## config.mk

```make
export PLATFORM = sky130hd
export DESIGN_NAME = hpd_div_step
export DESIGN_NICKNAME = d
export VERILOG_FILES = /design/src/hpd_pkg.sv /design/src/hpd_div_step.sv
export SDC_FILE = /design/constraint.sdc
export NUM_CORES = 1
export LEC_CHECK = 0
export BUFFER_PORTS_ARGS = -buffer_cell sky130_fd_sc_hd__buf_2
export CELL_PAD_IN_SITES_DETAIL_PLACEMENT = 0
export CELL_PAD_IN_SITES_GLOBAL_PLACEMENT = 1
export CORE_AREA = 2 2 233 235
export DETAILED_ROUTE_END_ITERATION = 10
export DIE_AREA = 0 0 235 237
export PLACE_DENSITY = 0.48
export REMOVE_ABC_BUFFERS = 1
export SETUP_SLACK_MARGIN = 0.4
export SLEW_MARGIN = 20
export SYNTH_ARGS = -nofsm -noshare
export SYNTH_HDL_FRONTEND = slang
export SYNTH_SLANG_ARGS = --single-unit
```

## constraint.sdc

```tcl
create_clock -name vclk -period 13.2
set_input_delay 2.64 -clock vclk [all_inputs]
set_output_delay 2.64 -clock vclk [all_outputs]
set_load 0.1 [all_outputs]
```

## src/hpd_pkg.sv

```systemverilog
// Shared widths and pipeline payload types for the homography displacement block.
package hpd_pkg;

    localparam int COORD_BITS     = 12;
    localparam int COEF_BITS      = 32;
    localparam int COEF_FRAC_BITS = 24;
    localparam int OUT_FRAC       = 16;
    localparam int OUT_BITS       = 32;
    localparam int MIN_BITS       = 16;
    localparam logic [MIN_BITS-1:0] MIN_DEN_RESET = 16'd168;

    // register byte addresses
    localparam logic [2:0] ADDR_MIN_DEN = 3'd0;

    // quotient integer part is capped at 2^QINT_BITS
    localparam int QINT_BITS = 17;
    localparam int QBITS     = QINT_BITS + OUT_FRAC;
    localparam int PROD_W    = COEF_BITS + COORD_BITS + 1;
    localparam int SUM_W     = PROD_W + 1;
    localparam int MAG_W     = SUM_W - 1;
    localparam int QSIG_W    = QBITS + 2;
    localparam int DIFF_W    = QSIG_W + 1;

    localparam int IN_DATA_W  = 2 * COORD_BITS + 9 * COEF_BITS;
    localparam int IN_TDATA_W = ((IN_DATA_W + 7) / 8) * 8;
    localparam int OUT_TDATA_W = 2 * OUT_BITS;

    typedef struct packed {
        logic [MAG_W-1:0] rem;
        logic [QBITS-1:0] quo;
        logic [QBITS-1:0] nbits;
        logic             neg;
        logic             cap;
    } hpd_lane_t;

    typedef struct packed {
        hpd_lane_t             lu;
        hpd_lane_t             lv;
        logic [MAG_W-1:0]      den;
        logic [COORD_BITS-1:0] px;
        logic [COORD_BITS-1:0] py;
        logic                  clamped;
    } hpd_div_t;

endpackage

```

## src/hpd_div_step.sv

```systemverilog
// One restoring division step for both quotient lanes.
module hpd_div_step import hpd_pkg::*; (
    input  hpd_div_t d_in,
    output hpd_div_t d_out
);

    function automatic hpd_lane_t lane_step(hpd_lane_t l, logic [MAG_W-1:0] den);
        logic [MAG_W:0] r2;
        hpd_lane_t      o;
        r2 = {l.rem, l.nbits[QBITS-1]};
        o = l;
        o.nbits = {l.nbits[QBITS-2:0], 1'b0};
        if (r2 >= {1'b0, den}) begin
            r2 = r2 - {1'b0, den};
            o.quo = {l.quo[QBITS-2:0], 1'b1};
        end else begin
            o.quo = {l.quo[QBITS-2:0], 1'b0};
        end
        o.rem = r2[MAG_W-1:0];
        return o;
    endfunction

    always_comb begin
        d_out    = d_in;
        d_out.lu = lane_step(d_in.lu, d_in.den);
        d_out.lv = lane_step(d_in.lv, d_in.den);
    end

endmodule

```

* Yosys cells after proc, flatten, opt, wreduce, memory -nomap -nowiden
Index checks and enable logic that the tools add are counted. Widths: inputs -> output; s select.
Storage, ports and cells: bits in registers 0, output and inout bits 296, word-level logic and storage cells 8
Cells by class: $add $sub $neg 2, $lt $le $gt $ge 2, mux-type cells 4
Operator list (number):
- $ge 46x45->1 | 2
- $mux 45 | 2
- $sub 45x45->45 | 2
- $mux 1 | 2

* Depth between registers and ports, before layout
word-level depth 2, depth in mapped cells 15, depth with buffers taken out 13

* Least setup slack after synthesis
Ideal clock, no wire load.
kind input-to-output, start input port d_in[31] (netlist bit), end output port d_out[180] (netlist bit), arrival time 7.165 ns, data required time 10.560 ns, path slack 3.395 ns, stages on the path 12, buffers on the path 2, cells stage by stage inv_1 ha_1 buf_4 o21a_1 o211ai_1 a221o_1 or3_4 a31oi_4 a21boi_2 o41a_1 buf_6 o31ai_1
RTL lines:
- start: declaration | RTL line hpd_div_step.sv:3 | input hpd_div_t d_in,
- end: declaration | RTL line hpd_div_step.sv:4 | output hpd_div_t d_out

==> flow_metrics.py <==
metrics = {
    "outcome": {
        "outcome": "finished clean",
    },
    "routing": {
        "drc": 0,
        "drt-initial-drc-count": 579,
        "routed_wl_mm": 77.1,
        "routed_via_density": 4.56,
        "ant_nets": 0,
        "drtPass1Iterations": 5,
        "vias": 8744,
        "wl_per_cell_um": 40.2,
    },
    "place": {
        "dp.cells": 1917,
        "place_congestion": 0.927,
        "hpwl_mm": 71.3,
        "place.port_buffers": 274,
    },
    "synth": {
        "syn_inst": 1202,
        "ys_seq_area_share_pct": 0,
        "yosys-top-cells-area": "buf_4 (19%), ha_1 (14%), a21oi_1 (7.5%)",
        "syn-mean-instance-area_um2": 6.61,
        "yosys_warnings": 0,
        "synth_largest_area_cell": "buf_4",
        "synth_top_area_share_pct": 19.4,
        "syn_area_um2": 7950,
        "synthDistinctLibCells": 69,
    },
    "global_routing": {
        "antenna_found_initial": 3,
        "grt.total_usage_pct": 26.5,
        "globalRoute.totalOverflow": 0,
        "first_global_vias": 8438,
        "grt_pass1_wl_mm": 96.0,
        "grt_max_degree": 50,
    },
    "layout": {
        "final_common_cell": "buf_2",
        "finalNonFillerCells": 1918,
        "post-route-util_pct": 15.9,
        "seq_cell_count": 0,
        "nClkBuffers": 0,
        "register_area_um2": 0,
        "syn_to_final_growth_pct": 6.34,
        "final_cell_mix": "buf_2 (274), a21oi_1 (119), nand2_1 (102), ha_1 (90), nor2_1 (86)",
        "drive_gt1_share_pct": 26.0,
        "final_nets": 1611,
        "fillers": 6199,
    },
    "worst_setup_path": {
        "critPathLaunch": "d_in[37]",
        "cp_max_fo": 49,
        "crit_type": "in2out",
        "cpPeakStageDelay_ns": 0.67,
        "worst-path-buf-inv": 4,
        "cp-start-kind": "primary input",
        "arrival_ns": 7.19,
        "end_kind": "primary output",
        "crit_path_cell_trace": "buf_2 > inv_1 > ha_1 > nand3_1 > or2_2 > nor3_1 > o21ai_1 > a211oi_1 > o21ai_1 > o221ai_4 > buf_4 > nor2_1 > a21oi_1 > buf_2",
        "cp_top_family": "compound AO/OA/AOI/OAI gates",
        "critPathSlowestCell": "o221ai_4",
        "critPathRequiredTime_ns": 10.56,
    },
    "floorplanning": {
        "die_y_um": 237,
        "die_w_um": 235,
        "rows": 85,
        "dieArea_um2": 55700,
        "io_pins": 592,
        "initial_utilization_pct": 14.9,
        "core_area_um2": 53300,
    },
    "sta": {
        "tightest_slew_ns": 0.930,
        "clock.fmax_mhz": 102,
        "worst_hold_slack_ns": 5.28,
        "timing.final.crit_share_pct": 74.5,
        "finalSetupTns_ns": 0,
        "setup_viol_count_final": 0,
        "grt_setup_unrepaired": "no",
        "slew_headroom_pct": 38.0,
        "hold_viol": 0,
        "slew_viol_final": 0,
        "period_needed_ns": 9.83,
    },
    "clocking": {
        "postCtsSetupBuffers": 0,
        "cts_resized": 0,
        "postCtsHoldBufs": 0,
    },
    "worst_hold_path": {
        "holdPathStages": 0,
        "hp-class": "in2out",
        "holdPathEnd": "d_out[100]",
        "min_from": "d_in[99]",
    },
    "job": {
        "maxCapViolations": 0,
    },
}
logic make-up (layout without fill, tap and decap cells):
| logic type | after synthesis | after routing | share of synthesized area, % |
|---|---|---|---|
| other | 1 | 3 | 0.0472 |
| XOR/XNOR | 80 | 80 | 8.82 |
| AND/OR/NAND/NOR | 296 | 296 | 17.2 |
| buffers and inverters | 333 | 351 | 25.9 |
| adder cells (fa/ha/maj) | 92 | 92 | 14.7 |
| AO/OA/AOI/OAI | 380 | 380 | 30.3 |
| multiplexers | 20 | 20 | 3.01 |
per-layer routing:
metal / vias up / part of all wire [%] / GRT usage [%]
li1: 4081 / - / -
met1: 3931 / 29 / 21.7
met2: 688 / 43 / 41.4
met3: 28 / 25 / 31.9
met4: 16 / 1.1 / 2.34
met5: - / 1.2 / 11.2
worst max path at each step:
stage	to	slack (ns)	cells after the start
finish	d_out[256]	3.37	14
global route	d_out[255]	3.01	14
CTS	d_out[152]	3.27	13
detailed placement	d_out[152]	3.28	13
global placement	d_out[152]	3.28	13
floorplan	d_out[253]	2.09	10
per-stage QoR:
step | instance area [µm²] | worst slack (ns)
finish | 8450 | 3.37
global route | 8450 | 3.01
CTS | 8450 | 3.27
detailed placement | 8450 | 3.28
global placement | 8450 | 3.28
floorplan | 6170 | 2.09
final cells by class:
class	instances	area, µm²	share of cell area (%)
well taps	696	871	10.3
repair buffers	277	1390	16.5
diodes	1	2.50	0.0296
inverters	74	278	3.29
multi-input cells	870	5910	69.9
synth_stat cells, types with 8 or more instances:
cell        n
o21a_1     10
a211oi_1   13
nand2_1   102
o21bai_1   19
nand4_1    27
ha_1       90
inv_1      74
xnor2_1    47
a21o_1     50
a31oi_1    18
o21ai_0    62
nor2_1     86
nor3_1     13
or3_1       9
a21oi_1   119
o21ai_1    30
nand3_1    16
buf_4     205
mux2_2     15
buf_2      17
xor2_1     33
and3_1      8
clkbuf_1   34
