--- config.mk ---
export PLATFORM = sky130hd
export DESIGN_NAME = hpd_back
export DESIGN_NICKNAME = d
export VERILOG_FILES = /design/src/hpd_pkg.sv /design/src/hpd_back.sv
export SDC_FILE = /design/constraint.sdc
export NUM_CORES = 1
export LEC_CHECK = 0
export ABC_AREA = 1
export BUFFER_PORTS_ARGS = -buffer_cell sky130_fd_sc_hd__buf_2
export CELL_PAD_IN_SITES_DETAIL_PLACEMENT = 2
export CELL_PAD_IN_SITES_GLOBAL_PLACEMENT = 2
export CORE_MARGIN = 2
export CORE_UTILIZATION = 24
export CTS_CLUSTER_SIZE = 8
export DETAILED_ROUTE_END_ITERATION = 16
export PLACE_DENSITY = 0.9
export REMOVE_ABC_BUFFERS = 1
export SLEW_MARGIN = 20
export SYNTH_ARGS = -nofsm -noshare
export SYNTH_HDL_FRONTEND = slang
export SYNTH_SLANG_ARGS = --single-unit
--- constraint.sdc ---
create_clock -name aclk -period 6.45 [get_ports aclk]
set_input_delay 0.645 -clock aclk [delete_from_list [all_inputs] [get_ports aclk]]
set_output_delay 0.645 -clock aclk [all_outputs]
set_load 0.01 [all_outputs]
--- src/hpd_pkg.sv ---
// Shared widths and pipeline payload types for the homography displacement block.
package hpd_pkg;

    localparam int COORD_BITS     = 12;
    localparam int COEF_BITS      = 32;
    localparam int COEF_FRAC_BITS = 24;
    localparam int OUT_FRAC       = 16;
    localparam int OUT_BITS       = 32;
    localparam int MIN_BITS       = 16;
    localparam logic [MIN_BITS-1:0] MIN_DEN_RESET = 16'd168;

    // register byte addresses
    localparam logic [2:0] ADDR_MIN_DEN = 3'd0;

    // quotient integer part is capped at 2^QINT_BITS
    localparam int QINT_BITS = 17;
    localparam int QBITS     = QINT_BITS + OUT_FRAC;
    localparam int PROD_W    = COEF_BITS + COORD_BITS + 1;
    localparam int SUM_W     = PROD_W + 1;
    localparam int MAG_W     = SUM_W - 1;
    localparam int QSIG_W    = QBITS + 2;
    localparam int DIFF_W    = QSIG_W + 1;

    localparam int IN_DATA_W  = 2 * COORD_BITS + 9 * COEF_BITS;
    localparam int IN_TDATA_W = ((IN_DATA_W + 7) / 8) * 8;
    localparam int OUT_TDATA_W = 2 * OUT_BITS;

    typedef struct packed {
        logic [MAG_W-1:0] rem;
        logic [QBITS-1:0] quo;
        logic [QBITS-1:0] nbits;
        logic             neg;
        logic             cap;
    } hpd_lane_t;

    typedef struct packed {
        hpd_lane_t             lu;
        hpd_lane_t             lv;
        logic [MAG_W-1:0]      den;
        logic [COORD_BITS-1:0] px;
        logic [COORD_BITS-1:0] py;
        logic                  clamped;
    } hpd_div_t;

endpackage

--- src/hpd_back.sv ---
// Output stage: sign, coordinate subtract, saturation and result register.
module hpd_back import hpd_pkg::*; (
    input  logic                    aclk,
    input  logic                    aresetn,
    input  logic                    en,
    input  logic                    in_valid,
    input  hpd_div_t                d_in,
    output logic                    out_valid,
    output logic [OUT_BITS-1:0]     u,
    output logic [OUT_BITS-1:0]     v,
    output logic                    clamped
);

    function automatic logic [OUT_BITS-1:0] disp(hpd_lane_t l, logic [COORD_BITS-1:0] c);
        logic [QBITS:0]           mag;
        logic signed [QSIG_W-1:0] q;
        logic signed [DIFF_W-1:0] d;
        mag = l.cap ? ((QBITS+1)'(1) << QBITS) : {1'b0, l.quo};
        q = l.neg ? -$signed({1'b0, mag}) : $signed({1'b0, mag});
        d = DIFF_W'(q) - $signed({1'b0, c, {OUT_FRAC{1'b0}}});
        if (d > DIFF_W'(signed'(32'sh7FFFFFFF))) begin
            return 32'h7FFFFFFF;
        end else if (d < DIFF_W'(signed'(32'sh80000000))) begin
            return 32'h80000000;
        end
        return d[OUT_BITS-1:0];
    endfunction

    logic                valid_reg;
    logic [OUT_BITS-1:0] u_reg, v_reg;
    logic                clamped_reg;

    always_ff @(posedge aclk) begin
        if (!aresetn) begin
            valid_reg <= 1'b0;
        end else if (en) begin
            valid_reg <= in_valid;
        end
    end

    always_ff @(posedge aclk) begin
        if (en) begin
            u_reg       <= disp(d_in.lu, d_in.px);
            v_reg       <= disp(d_in.lv, d_in.py);
            clamped_reg <= d_in.clamped;
        end
    end

    assign out_valid = valid_reg;
    assign u         = u_reg;
    assign v         = v_reg;
    assign clamped   = clamped_reg;

endmodule

# Yosys cells after proc, flatten, opt, wreduce, memory -nomap -nowiden
# Index checks and enable logic that the tools add are counted.
# totals
latch_bits,0
output_inout_bits,66
romBits,0
mem_count,0
word_cells,28
ff_bits,66
mem_bits_rw,0
inputBits,300
# classes
n_mul,0
n_div,0
reduce_logical,0
bitwise,0
n_lt_le_gt_ge,4
n_mux,16
n_addsub,4
eq_ne,0
shifts,0
# ops
operator,n
$mux W32,6
$gt A36 B32 Y1 const B,2
$lt A36 B32 Y1 const B,2
$sub A35 B29 Y36,2
$mux W35,2
$neg A34 Y35,2
$mux W34,2
$mux W1,6

# Logic depth before layout (Yosys ltp)
# Gate-level depths: netlist of the first run.
# logic_depth
depth_word,9
depth_mapped,28
ltp_nobuf,26

# Least setup slack after synthesis of the first run
# No wires, ideal clock.
# synth_path
path_kind,input to register
start,in d_in[183] (netlist bit)
end,"reg u_reg[20] (netlist: u[20]), data pin"
n_path_buf,3
required_time_ps,6198
t_arrival_ps,3574
path_stages,23
slack_ps,2624
setup_ps,252
path_cell_list,inv_2 > buf_6 > buf_6 > o21ai_0 > nand4_1 > o31ai_1 > o21ai_0 > a21oi_1 > xor2_1 > ha_1 > nand2_1 > inv_1 > a21oi_1 > o21ai_0 > a31oi_1 > nand3_2 > o21ai_1 > nand2_1 > nor2_1 > nand2_1 > nand2_2 > buf_6 > nand2_1
# synth_between
elab_chain_len,9
elab_cells_between_ends,11
cone_classes,add/sub: 2; order compare: 2; mux: 7
# synth_lines
item,line,source
from (decl),hpd_back.sv:7,"input hpd_div_t d_in,"
$mux W34 (*),hpd_back.sv:18,"mag = l.cap ? ((QBITS+1)'(1) << QBITS) : {1'b0, l.quo};"
$neg A34 Y35,hpd_back.sv:19,"q = l.neg ? -$signed({1'b0, mag}) : $signed({1'b0, mag});"
$mux W35 (*),hpd_back.sv:19,
$sub A35 B29 Y36 (*),hpd_back.sv:20,"d = DIFF_W'(q) - $signed({1'b0, c, {OUT_FRAC{1'b0}}});"
$lt A36 B32 Y1,hpd_back.sv:23,end else if (d < DIFF_W'(signed'(32'sh80000000))) begin
$mux W1,hpd_back.sv:23,
$mux W1,hpd_back.sv:21,if (d > DIFF_W'(signed'(32'sh7FFFFFFF))) begin
$mux W1,hpd_back.sv:42,if (en) begin
$mux W32 (*),hpd_back.sv:26,return d[OUT_BITS-1:0];
to (signal assigned),hpd_back.sv:43,"u_reg <= disp(d_in.lu, d_in.px);"
to (decl),hpd_back.sv:30,"logic [OUT_BITS-1:0] u_reg, v_reg;"
# Every way passes the cells marked *; elsewhere a longest branch is shown, timed or not. The select of a mux whose other input is x is not followed.
# A chain may end at the register's enable or synchronous reset.

# Final worst setup path of the first run
# layout_path
start,in d_in[183] (netlist bit)
end,"reg u_reg[1] (netlist: u[1]), data pin"
# Same word-level chain as after synthesis.

==> summary.txt, run 1 <==
Clock tree
  – CTS Buf Count: 9
  – H-tree levels: 3
  – CTS tree: yes
  – Clock root buffer: clkbuf_16
  – # hold bufs at CTS: 0
  – Clock Pin Slew Worst Setup and Hold Paths: 0.06 ns
  – Post-CTS Setup Bufs: 0
  – Clock Latency Late Sink: 0.34 ns
  – Max Buffers Root-to-Sink: 2
  – # resized after CTS: 0
  – Number of clock sinks: 66

Die
  – Die Y: 169 microns
  – Die width: 169 microns
  – Die footprint: 28400 sq um
  – Io pins: 366
  – Core box area: 26800 sq um
  – Starting Density: 24.3%
  – Row cnt: 60

Routing
  – # DRC: 0
  – First-pass DRT Iterations: 4
  – Iter 0 DRT Violations: 257
  – WL final: 24.2 mm
  – WL/cell: 16.7 microns
  – DR vias: 6789
  – Via density: 4.68
  – Antenna-violating nets left: 0

Layout
  – Filler cell count: 3273
  – NumNets Final: 1434
  – Most frequent cells in the layout: nand2_1 (363), buf_2 (164), inv_1 (111), nor2_1 (69), edfxtp_1 (65)
  – Commonest non-fill, non-tap cell in the layout: nand2_1
  – Fin util: 29.3%
  – Layout area overhead: 20.7%
  – Share of layout cells above drive strength 1: 20.5%

Yosys
  – Yosys Warn Count: 0
  – Register area share after synthesis: 30.3%
  – Post-Syn Area: 6500 sq um
  – Netlist cell types: 40
  – Register bit total from synthesis: 66
  – Mean Syn Cell Area: 6.82 sq um
  – Cells after Synth: 954

Global route
  – Initial antenna violation count: 2
  – Tot GR Track Use: 17.1%
  – Remaining Overflow, GRT: 0
  – First-pass GRT wire length: 38.7 mm
  – Vias in the first global route: 7343
  – Largest net degree at the start of global routing: 68

Power
  – Power Density: 213 nW/um^2
  – Leak pwr: 3.98 nW
  – Tot Pwr: 1.68 mW
  – Worst vdd ir: 109 uV
  – P_sw: 0.618 mW
  – Combinational group share of total power: 37.4%
  – Pint: 1.06 mW
  – Clk pwr share: 29.6%
  – Net Sw Frac: 36.9%
  – Part of the power in registers: 33.0%

Placement
  – Final GP Congestion: 0.828
  – DP HPWL: 19.3 mm
  – Dpl ws: 0.850 ns
  – IO buf count: 164

STA
  – Final Slew Violations: 0
  – RSZ-0062 raised after global routing: false
  – Worst slew margin: 36.9%
  – Final Cycle Share: 81.5%
  – Setup Skew: 0 ns
  – Setup tns final: 0 ns
  – Final Hold Violating Endpoints: 0
  – Final setup vio count: 0
  – Post-route setup slack: 1.19 ns
  – Fmax achieved: 190 MHz
  – Post-layout min period: 5.26 ns
  – Worst slew pin tran: 0.947 ns

Status
  – Status: completed

Worst setup path
  – Crit start category: input pin
  – Critical path arrival: 5.32 ns
  – WP data required: 6.51 ns
  – Crit end category: register
  – Critical path class: in2reg
  – CP max FO: 52

Worst hold path
  – Hold Path Class: in2reg

Run
  – Max-cap viol count: 0
-- power by group through the flow --
stage,clock [mW],combinational [mW],sequential [mW]
2_1_floorplan,0,0.365,0.588
3_3_place_gp,0,0.595,0.560
5_1_grt,0.524,0.708,0.557
4_1_cts,0.513,0.633,0.553
3_5_place_dp,0,0.628,0.561
6_report,0.496,0.627,0.552
-- critical path: stages --
cell and delay, ns:
buf_2 0.14, inv_2 0.60, nand2_1 0.25, nand2_1 0.16, nor2_2 0.07, nand2_1 0.24, nor2_2 0.11, a21oi_1 0.26
a21oi_1 0.10, xor2_1 0.18, ha_1 0.38, a21o_1 0.23, a21oi_1 0.19, o21ai_0 0.10, a31oi_1 0.31, nand3_2 0.18
o21ai_1 0.16, nand2_1 0.10, nor2_1 0.12, nand2_1 0.09, nand2_2 0.55, nand2_1 0.15
-- final cells by class --
cell class / instances / area (sq um) / area share (%)
Multi-Input combinational cell: 743 / 3870 / 49.4
Clock buffer: 11 / 233 / 2.97
Tap cell: 341 / 427 / 5.44
Timing Repair Buffer: 169 / 858 / 10.9
Clock inverter: 3 / 42.5 / 0.542
Antenna cell: 1 / 2.50 / 0.0319
Sequential cell: 66 / 1970 / 25.1
Inverter: 117 / 439 / 5.60
-- per-layer routing --
layer | up-vias | wire (microns) | global-route usage, %
li1 | 3328 | - | -
met1 | 3292 | 11500 | 22.1
met2 | 138 | 11300 | 28.9
met3 | 29 | 893 | 3.06
met4 | 2 | 475 | 5.21
met5 | - | 13 | 0
-- Yosys cell counts (all sizes together) --
library cell | n | share of area, %
buf | 22 | 3.0
nand4 | 7 | 0.67
edfxtp | 65 | 30
a31o | 1 | 0.13
o21bai | 2 | 0.23
a31oi | 6 | 0.58
a21boi | 1 | 0.12
ha | 26 | 5.0
o211ai | 2 | 0.23
and2 | 1 | 0.096
and3 | 1 | 0.096
a21o | 5 | 0.58
a21oi | 24 | 1.8
clkbuf | 6 | 0.35
o21ai | 74 | 6.0
nand3b | 11 | 1.3
nand2 | 380 | 23
nor2 | 80 | 5.1
o31ai | 3 | 0.35
inv | 116 | 6.7
dfxtp | 1 | 0.31
nor3 | 5 | 0.38
fa | 2 | 0.62
xnor2 | 38 | 5.1
nand3 | 32 | 2.8
o21a | 1 | 0.12
clkinv | 1 | 0.058
xor2 | 40 | 5.4
or2 | 1 | 0.096
-- worst paths after layout --
check                          from                      to  slack [ns]  depth (start not counted)
max                       d_in[183]          u[1]$_DFFE_PP_        1.19                         22
min                         d_in[0]       clamped$_DFFE_PP_        0.48                          1
max reg2reg  out_valid$_SDFFE_PN0P_  out_valid$_SDFFE_PN0P_        5.80                          2
min reg2reg  out_valid$_SDFFE_PN0P_  out_valid$_SDFFE_PN0P_        0.54                          2
-- metrics by stage --
step                cells  instance area (sq um)  hold slack [ns]
finish               1451                   7850            0.478
global route         1451                   7850            0.463
CTS                  1450                   7850            0.460
detailed placement   1436                   7570            0.534
global placement     1436                   7570            0.515
floorplan             926                   6290            0.555
-- cells by family after synthesis --
logic type	Yosys count	synth area share (%)
flip-flops	66	30.3
buffers and inverters	145	10.1
XOR/XNOR	78	10.5
AND/OR/NAND/NOR	518	33.3
AO/OA/AOI/OAI	119	10.2
adder cells (fa/ha/maj)	28	5.62
Power figures use the tool's default switching activity.
==> inputs of run 2 (changes only) <==
--- a/config.mk
+++ b/config.mk
@@ -10,10 +10,10 @@
 export CELL_PAD_IN_SITES_DETAIL_PLACEMENT = 2
 export CELL_PAD_IN_SITES_GLOBAL_PLACEMENT = 2
 export CORE_MARGIN = 2
-export CORE_UTILIZATION = 24
+export CORE_UTILIZATION = 23
 export CTS_CLUSTER_SIZE = 8
 export DETAILED_ROUTE_END_ITERATION = 16
-export PLACE_DENSITY = 0.9
+export PLACE_DENSITY = 0.86
 export REMOVE_ABC_BUFFERS = 1
 export SLEW_MARGIN = 20
 export SYNTH_ARGS = -nofsm -noshare
==> constraint.sdc (replaced) <==
create_clock -name aclk -period 5.1 [get_ports aclk]
set_input_delay 0.51 -clock aclk [delete_from_list [all_inputs] [get_ports aclk]]
set_output_delay 0.51 -clock aclk [all_outputs]
set_load 0.01 [all_outputs]
==> run 2 against run 1 <==
Design area increased by 2.3%. Highest routed layer is now met4. Register-to-register slack got worse by 1.4 ns. Total power increased by 29%. Clock skew unchanged. First-iteration DRC count increased by 1.2%. Global-route usage about the same. Cell count increased by 3.6%. Critical path depth increased by 2.
==> summary.txt, run 2 (synthesized netlist as in run 1, its figures left out) <==
Worst setup path
  – Largest stage delay, worst path: 0.35 ns (-0.25 ns)
  – CP endpoint: u[21]$_DFFE_PP_
  – Worst Reg-to-Reg Cells: 2 (unchanged)
  – Worst r2r src: out_valid$_SDFFE_PN0P_
  – Critical path's top delay family: simple AND/OR/NAND/NOR gates
  – Most common cell on crit path: nand2_1
  – R2R Setup Slk: 4.44 ns (-1.36 ns)
  – Crit start category: input pin
  – Worst path bufs/invs: 4 (+2)
  – CP max stage cell: o31ai_2
  – Critical Path Source: d_in[183]
  – Crit end category: register
  – Reg-to-reg endpoint: out_valid$_SDFFE_PN0P_
  – Worst-path cell chain: buf_2 > inv_2 > nand2_1 > nand2_1 > nor2_2 > nand2_1 > o31ai_2 > o21ai_0 > a21oi_1 > xor2_1 > ha_1 > nand2_1 > inv_1 > a21oi_1 > o21ai_0 > a31oi_2 > nand3_2 > o21ai_1 > nand2_1 > nor2_1 > nand2_1 > nand2_2 > buf_4 > nand2_1
  – Critical path arrival: 4.63 ns (-0.69 ns)
  – WP data required: 5.19 ns (-1.32 ns)
  – Levels on crit path: 24 (+9.1%)
  – Critical path class: in2reg
  – CP max FO: 29 (-44%)

Clock tree
  – Clock root buffer: clkbuf_16
  – Clock Pin Slew Worst Setup and Hold Paths: 0.07 ns (about the same)
  – H-tree levels: 3 (unchanged)
  – Max Buffers Root-to-Sink: 2 (unchanged)
  – Number of clock sinks: 66 (unchanged)
  – Clock Latency Late Sink: 0.33 ns (about the same)
  – # resized after CTS: 0 (unchanged)
  – Post-CTS Setup Bufs: 0 (unchanged)
  – # hold bufs at CTS: 0 (unchanged)
  – CTS tree: yes
  – CTS Buf Count: 9 (unchanged)

Run
  – Max-cap viol count: 0 (unchanged)

Routing
  – WL/cell: 16.7 microns (+0.39%)
  – Iter 0 DRT Violations: 260 (+1.2%)
  – WL final: 25.1 mm (+4.0%)
  – # DRC: 0 (unchanged)
  – Top routing layer used: met4
  – Met3 wire len: 952 microns (+6.6%)
  – Met2 wire length: 11.9 mm (+5.8%)
  – Via density: 4.55 (-2.8%)
  – Antenna-violating nets left: 0 (unchanged)
  – DR vias: 6838 (+0.72%)
  – Wl on met1: 11.8 mm (+1.9%)
  – First-pass DRT Iterations: 5 (+1)

Global route
  – Vias in the first global route: 7444 (+1.4%)
  – First-pass GRT wire length: 39.2 mm (+1.4%)
  – Remaining Overflow, GRT: 0 (unchanged)
  – Initial antenna violation count: 2 (unchanged)
  – Largest net degree at the start of global routing: 68 (unchanged)
  – Tot GR Track Use: 17.1% (about the same)

Power
  – P_sw: 0.806 mW (+30%)
  – Combinational group share of total power: 37.6% (+0.2 points)
  – Clk pwr share: 30.0% (+0.4 points)
  – Net Sw Frac: 37.4% (+0.44 points)
  – Pint: 1.35 mW (+28%)
  – Leak pwr: 4.05 nW (+1.8%)
  – Part of the power in registers: 32.4% (-0.6 points)
  – Power Density: 269 nW/um^2 (+26%)
  – Worst vdd ir: 128 uV (+18%)

Layout
  – Most frequent cells in the layout: nand2_1 (363), buf_2 (164), inv_1 (111), nor2_1 (69), edfxtp_1 (65)
  – Share of layout cells above drive strength 1: 21.7% (+1.3 points)
  – Commonest non-fill, non-tap cell in the layout: nand2_1
  – Filler cell count: 3442 (+5.2%)
  – NumNets Final: 1445 (+0.77%)
  – Multi-input logic area: 3890 sq um (+0.29%)
  – Register area: 1970 sq um (unchanged)
  – Fin util: 28.9% (-0.39 points)
  – Layout area overhead: 23.4%

Placement
  – Final GP Congestion: 0.839 (+1.3%)
  – IO buf count: 164 (unchanged)
  – DP HPWL: 20.5 mm (+6.6%)

STA
  – Final setup vio count: 0 (unchanged)
  – Final Cycle Share: 89.2%
  – Fmax achieved: 220 MHz
  – Worst slew pin tran: 0.951 ns (+0.00443 ns)
  – Setup tns final: 0 ns (unchanged)
  – Final Hold Violating Endpoints: 0 (unchanged)
  – Final Slew Violations: 0 (unchanged)
  – Hold slack final: 0.354 ns (-0.124 ns)
  – Post-layout min period: 4.55 ns
  – Worst slew margin: 36.6% (-0.30 points)
  – Setup Skew: 0 ns (unchanged)
  – RSZ-0062 raised after global routing: false

Die
  – Starting Density: 23.4% (-0.86 points)
  – Die footprint: 29600 sq um (+4.2%)
  – Die width: 172 microns (+2.1%)
  – Row cnt: 61 (+1.7%)
  – Die Y: 172 microns (+2.1%)
  – Core box area: 27800 sq um (+3.7%)
  – Io pins: 366 (unchanged)

Status
  – Status: completed

Worst hold path
  – Hold Path Class: in2reg
[run 2: cell types whose count changed in the layout (fill, tap and decap cells not counted)]
| cell | previous run | this run |
|---|---|---|
| buf_4 | 5 | 15 |
| clkbuf_1 | 2 | 0 |
| clkinv_2 | 1 | 3 |
| clkinv_4 | 0 | 2 |
| diode_2 | 1 | 3 |
| a21boi_0 | 1 | 0 |
| a21boi_1 | 0 | 1 |
| a31oi_1 | 6 | 5 |
| a31oi_2 | 0 | 1 |
| buf_12 | 0 | 1 |
| o31ai_1 | 3 | 2 |
| o31ai_2 | 0 | 1 |
[run 2: per-stage QoR]
stage | setup WS, ns | std cells | area (sq um) | power, mW
floorplan | 0.895 | 926 | 6290 | 1.21
global placement | 0.260 | 1484 | 7710 | 1.48
detailed placement | 0.0279 | 1484 | 7710 | 1.53
CTS | 0.403 | 1500 | 8010 | 2.19
global route | 0.0369 | 1502 | 8020 | 2.32
finish | 0.553 | 1503 | 8030 | 2.16
[run 2: worst min path at each step]
stage / startpoint / slack, ns / end / cells after the start
after global placement: out_valid$_SDFFE_PN0P_ / 0.52 / out_valid$_SDFFE_PN0P_ / 2
final: d_in[0] / 0.35 / clamped$_DFFE_PP_ / 1
after floorplan: out_valid$_SDFFE_PN0P_ / 0.56 / out_valid$_SDFFE_PN0P_ / 2
after CTS: d_in[0] / 0.34 / clamped$_DFFE_PP_ / 1
after detailed placement: out_valid$_SDFFE_PN0P_ / 0.54 / out_valid$_SDFFE_PN0P_ / 2
after global routing: d_in[0] / 0.35 / clamped$_DFFE_PP_ / 1
[run 2: power groups by stage]
stage                     sequential [mW]  combinational (mW)  clock (mW)
final                               0.699               0.812       0.647
after global routing                0.706               0.921       0.690
after CTS                           0.700               0.821       0.673
after detailed placement            0.710               0.815           0
after global placement              0.707               0.773           0
after floorplan                     0.744               0.461           0
[run 2: worst register-to-register path, delay by kind of cell, from the launching register on]
family | cells | cell delay (ns)
flip-flops | 1 | 0.30
AO/OA/AOI/OAI | 2 | 0.21
[run 2: area by class of cell]
type	count	share of cell area, %
flip-flops and latches	66	24.6
multi-input cells	743	48.4
well taps	378	5.89
diodes	3	0.0935
clock inverters	7	0.873
inverters	117	5.47
clock buffers	9	2.81
repair buffers	180	11.9
[run 2: metal layers]
metal | track usage [%] | up-vias
li1 | - | 3364
met1 | 22.2 | 3300
met2 | 29.0 | 144
met3 | 2.40 | 30
met4 | 5.96 | 0
met5 | 0 | -
==> inputs of run 3 (changes only) <==
--- a/config.mk
+++ b/config.mk
@@ -7,13 +7,11 @@
 export LEC_CHECK = 0
 export ABC_AREA = 1
 export BUFFER_PORTS_ARGS = -buffer_cell sky130_fd_sc_hd__buf_2
-export CELL_PAD_IN_SITES_DETAIL_PLACEMENT = 2
-export CELL_PAD_IN_SITES_GLOBAL_PLACEMENT = 2
-export CORE_MARGIN = 2
-export CORE_UTILIZATION = 23
+export CORE_AREA = 2 2 143 145
 export CTS_CLUSTER_SIZE = 8
 export DETAILED_ROUTE_END_ITERATION = 16
-export PLACE_DENSITY = 0.86
+export DIE_AREA = 0 0 145 147
+export PLACE_DENSITY = 0.66
 export REMOVE_ABC_BUFFERS = 1
 export SLEW_MARGIN = 20
 export SYNTH_ARGS = -nofsm -noshare
==> run 3 against run 2 <==
Non-clock buffer count shrank 2. Wire length fell by 25%. Clock skew stayed put. Sequential cell count is the same. Die area down 28%. Hold slack lost 0.0017 ns. Maximum frequency rose by 1.4%. Global-route usage increased by 0.89 points. Critical endpoint is now v[15]$_DFFE_PP_.
==> summary.txt, run 3 (synthesized netlist as in run 1, its figures left out) <==
Status
  – Status: completed

Clock tree
  – Clock Pin Slew Worst Setup and Hold Paths: 0.05 ns (-0.02 ns)
  – H-tree levels: 3 (unchanged)
  – # hold bufs at CTS: 0 (unchanged)
  – Clock Latency Late Sink: 0.33 ns (about the same)
  – Number of clock sinks: 66 (unchanged)
  – CTS tree: yes
  – CTS Buf Count: 9 (unchanged)
  – Clock root buffer: clkbuf_16
  – Post-CTS Setup Bufs: 0 (unchanged)
  – Max Buffers Root-to-Sink: 2 (unchanged)
  – # resized after CTS: 0 (unchanged)

Global route
  – Tot GR Track Use: 18.0% (+0.89 points)
  – Vias in the first global route: 6189 (-17%)
  – Largest net degree at the start of global routing: 68 (unchanged)
  – First-pass GRT wire length: 30.6 mm (-22%)
  – Remaining Overflow, GRT: 0 (unchanged)
  – Initial antenna violation count: 0 (-2)

Die
  – Starting Density: 32.8% (+9.4 points)
  – Die width: 145 microns (-16%)
  – Row cnt: 52 (-15%)
  – Io pins: 366 (unchanged)
  – Die Y: 147 microns (-15%)
  – Die footprint: 21300 sq um (-28%)
  – Core box area: 19800 sq um (-29%)

Placement
  – Final GP Congestion: 0.953 (+14%)
  – IO buf count: 164 (unchanged)
  – Dpl ws: 0.290 ns (+0.262 ns)
  – DP Cell Count: 1374 (-7.4%)
  – DP HPWL: 15.1 mm (-26%)

Layout
  – Non-Filler Instances: 1389 (-7.6%)
  – Share of layout cells above drive strength 1: 21.2% (-0.57 points)
  – Commonest non-fill, non-tap cell in the layout: nand2_1
  – Antenna cell count: 0 (-3)
  – Most frequent cells in the layout: nand2_1 (363), buf_2 (164), inv_1 (111), nor2_1 (69), edfxtp_1 (65)
  – NumNets Final: 1443 (-0.14%)
  – Layout area overhead: 21.4%

Power
  – Power Density: 264 nW/um^2 (-1.9%)
  – Tot Pwr: 2.08 mW (-3.5%)
  – Worst vdd ir: 151 uV (+17%)
  – Leak pwr: 4.05 nW (about the same)

STA
  – Final Cycle Share: 87.9% (-1.2 points)
  – RSZ-0062 raised after global routing: false
  – Setup tns final: 0 ns (unchanged)
  – Final Hold Violating Endpoints: 0 (unchanged)
  – Worst slew margin: 41.2% (+4.6 points)
  – Final Slew Violations: 0 (unchanged)
  – Post-route setup slack: 0.615 ns (+0.0620 ns)
  – Worst slew pin tran: 0.881 ns (-0.0697 ns)
  – Setup Skew: 0 ns (unchanged)
  – Post-layout min period: 4.49 ns (-0.0620 ns)
  – Fmax achieved: 223 MHz (+1.4%)
  – Final setup vio count: 0 (unchanged)
  – Hold slack final: 0.352 ns (-0.00166 ns)

Worst setup path
  – Crit start category: input pin
  – Crit end category: register
  – Largest stage delay, worst path: 0.36 ns (about the same)
  – CP max stage cell: ha_1
  – CP max FO: 27 (-6.9%)
  – Worst path bufs/invs: 4 (unchanged)
  – Critical path arrival: 4.56 ns (-0.07 ns)
  – Critical path class: in2reg
  – Most common cell on crit path: nand2_1
  – Critical path's top delay family: simple AND/OR/NAND/NOR gates
  – WP data required: 5.18 ns (about the same)

Routing
  – First-pass DRT Iterations: 5 (unchanged)
  – Via density: 4.67 (+2.7%)
  – WL final: 18.9 mm (-25%)
  – Iter 0 DRT Violations: 446 (+72%)
  – Antenna-violating nets left: 0 (unchanged)
  – # DRC: 0 (unchanged)
  – WL/cell: 13.6 microns (-19%)
  – DR vias: 6488 (-5.1%)

Run
  – Max-cap viol count: 0 (unchanged)

Worst hold path
  – Hold Path Class: in2reg
run 3: cell count changes in the layout (fill, tap and decap cells not counted), moves of 2 or more:
cell      delta
diode_2      -3
buf_12       +4
clkinv_1     +2
clkinv_2     -2
buf_4        -6
run 3: where the power goes:
part           internal [mW]  leakage, nW  switching [mW]
Combinational          0.296         3.26           0.475
Clock                  0.372        0.136           0.242
Sequential             0.680        0.649          0.0173
Total                   1.35         4.05           0.734
run 3: path summary, 6_finish.rpt:
| path | from | end | slack (ns) | cells after the start |
|---|---|---|---|---|
| hold / removal | d_in[0] | clamped$_DFFE_PP_ | 0.35 | 1 |
| setup reg to reg | out_valid$_SDFFE_PN0P_ | out_valid$_SDFFE_PN0P_ | 4.44 | 2 |
| hold reg to reg | out_valid$_SDFFE_PN0P_ | out_valid$_SDFFE_PN0P_ | 0.54 | 2 |
| setup / recovery | d_in[70] | v[15]$_DFFE_PP_ | 0.61 | 25 |
run 3: area by class of cell:
class	count	area, sq um
Fill cell	2105	11900
Multi-Input combinational cell	743	3870
Sequential cell	66	1970
Timing Repair Buffer	178	988
Inverter	117	439
Tap cell	270	338
Clock buffer	9	225
Clock inverter	6	58.8
run 3: routing by layer:
metal  GRT usage [%]  share of wire [%]  vias up  routed length [microns]
met5               0                  0        -                        0
met4            7.52                2.9        0                      544
met3            2.73                6.1       31                     1150
met2            27.3                 42      211                     8010
met1            25.5                 49     2894                     9180
li1                -                  -     3352                        -
run 3: worst register-to-register path, stage by stage (launching register included):
cell and delay (ns):
dfxtp_1 0.30, o21ai_0 0.16, a21oi_1 0.06
run 3: through the flow:
step	utilization, %	cell area (sq um)
after floorplan	-	6290
after global placement	38.4	7610
after detailed placement	38.4	7610
after CTS	39.8	7900
after global routing	39.8	7900
final	39.8	7900
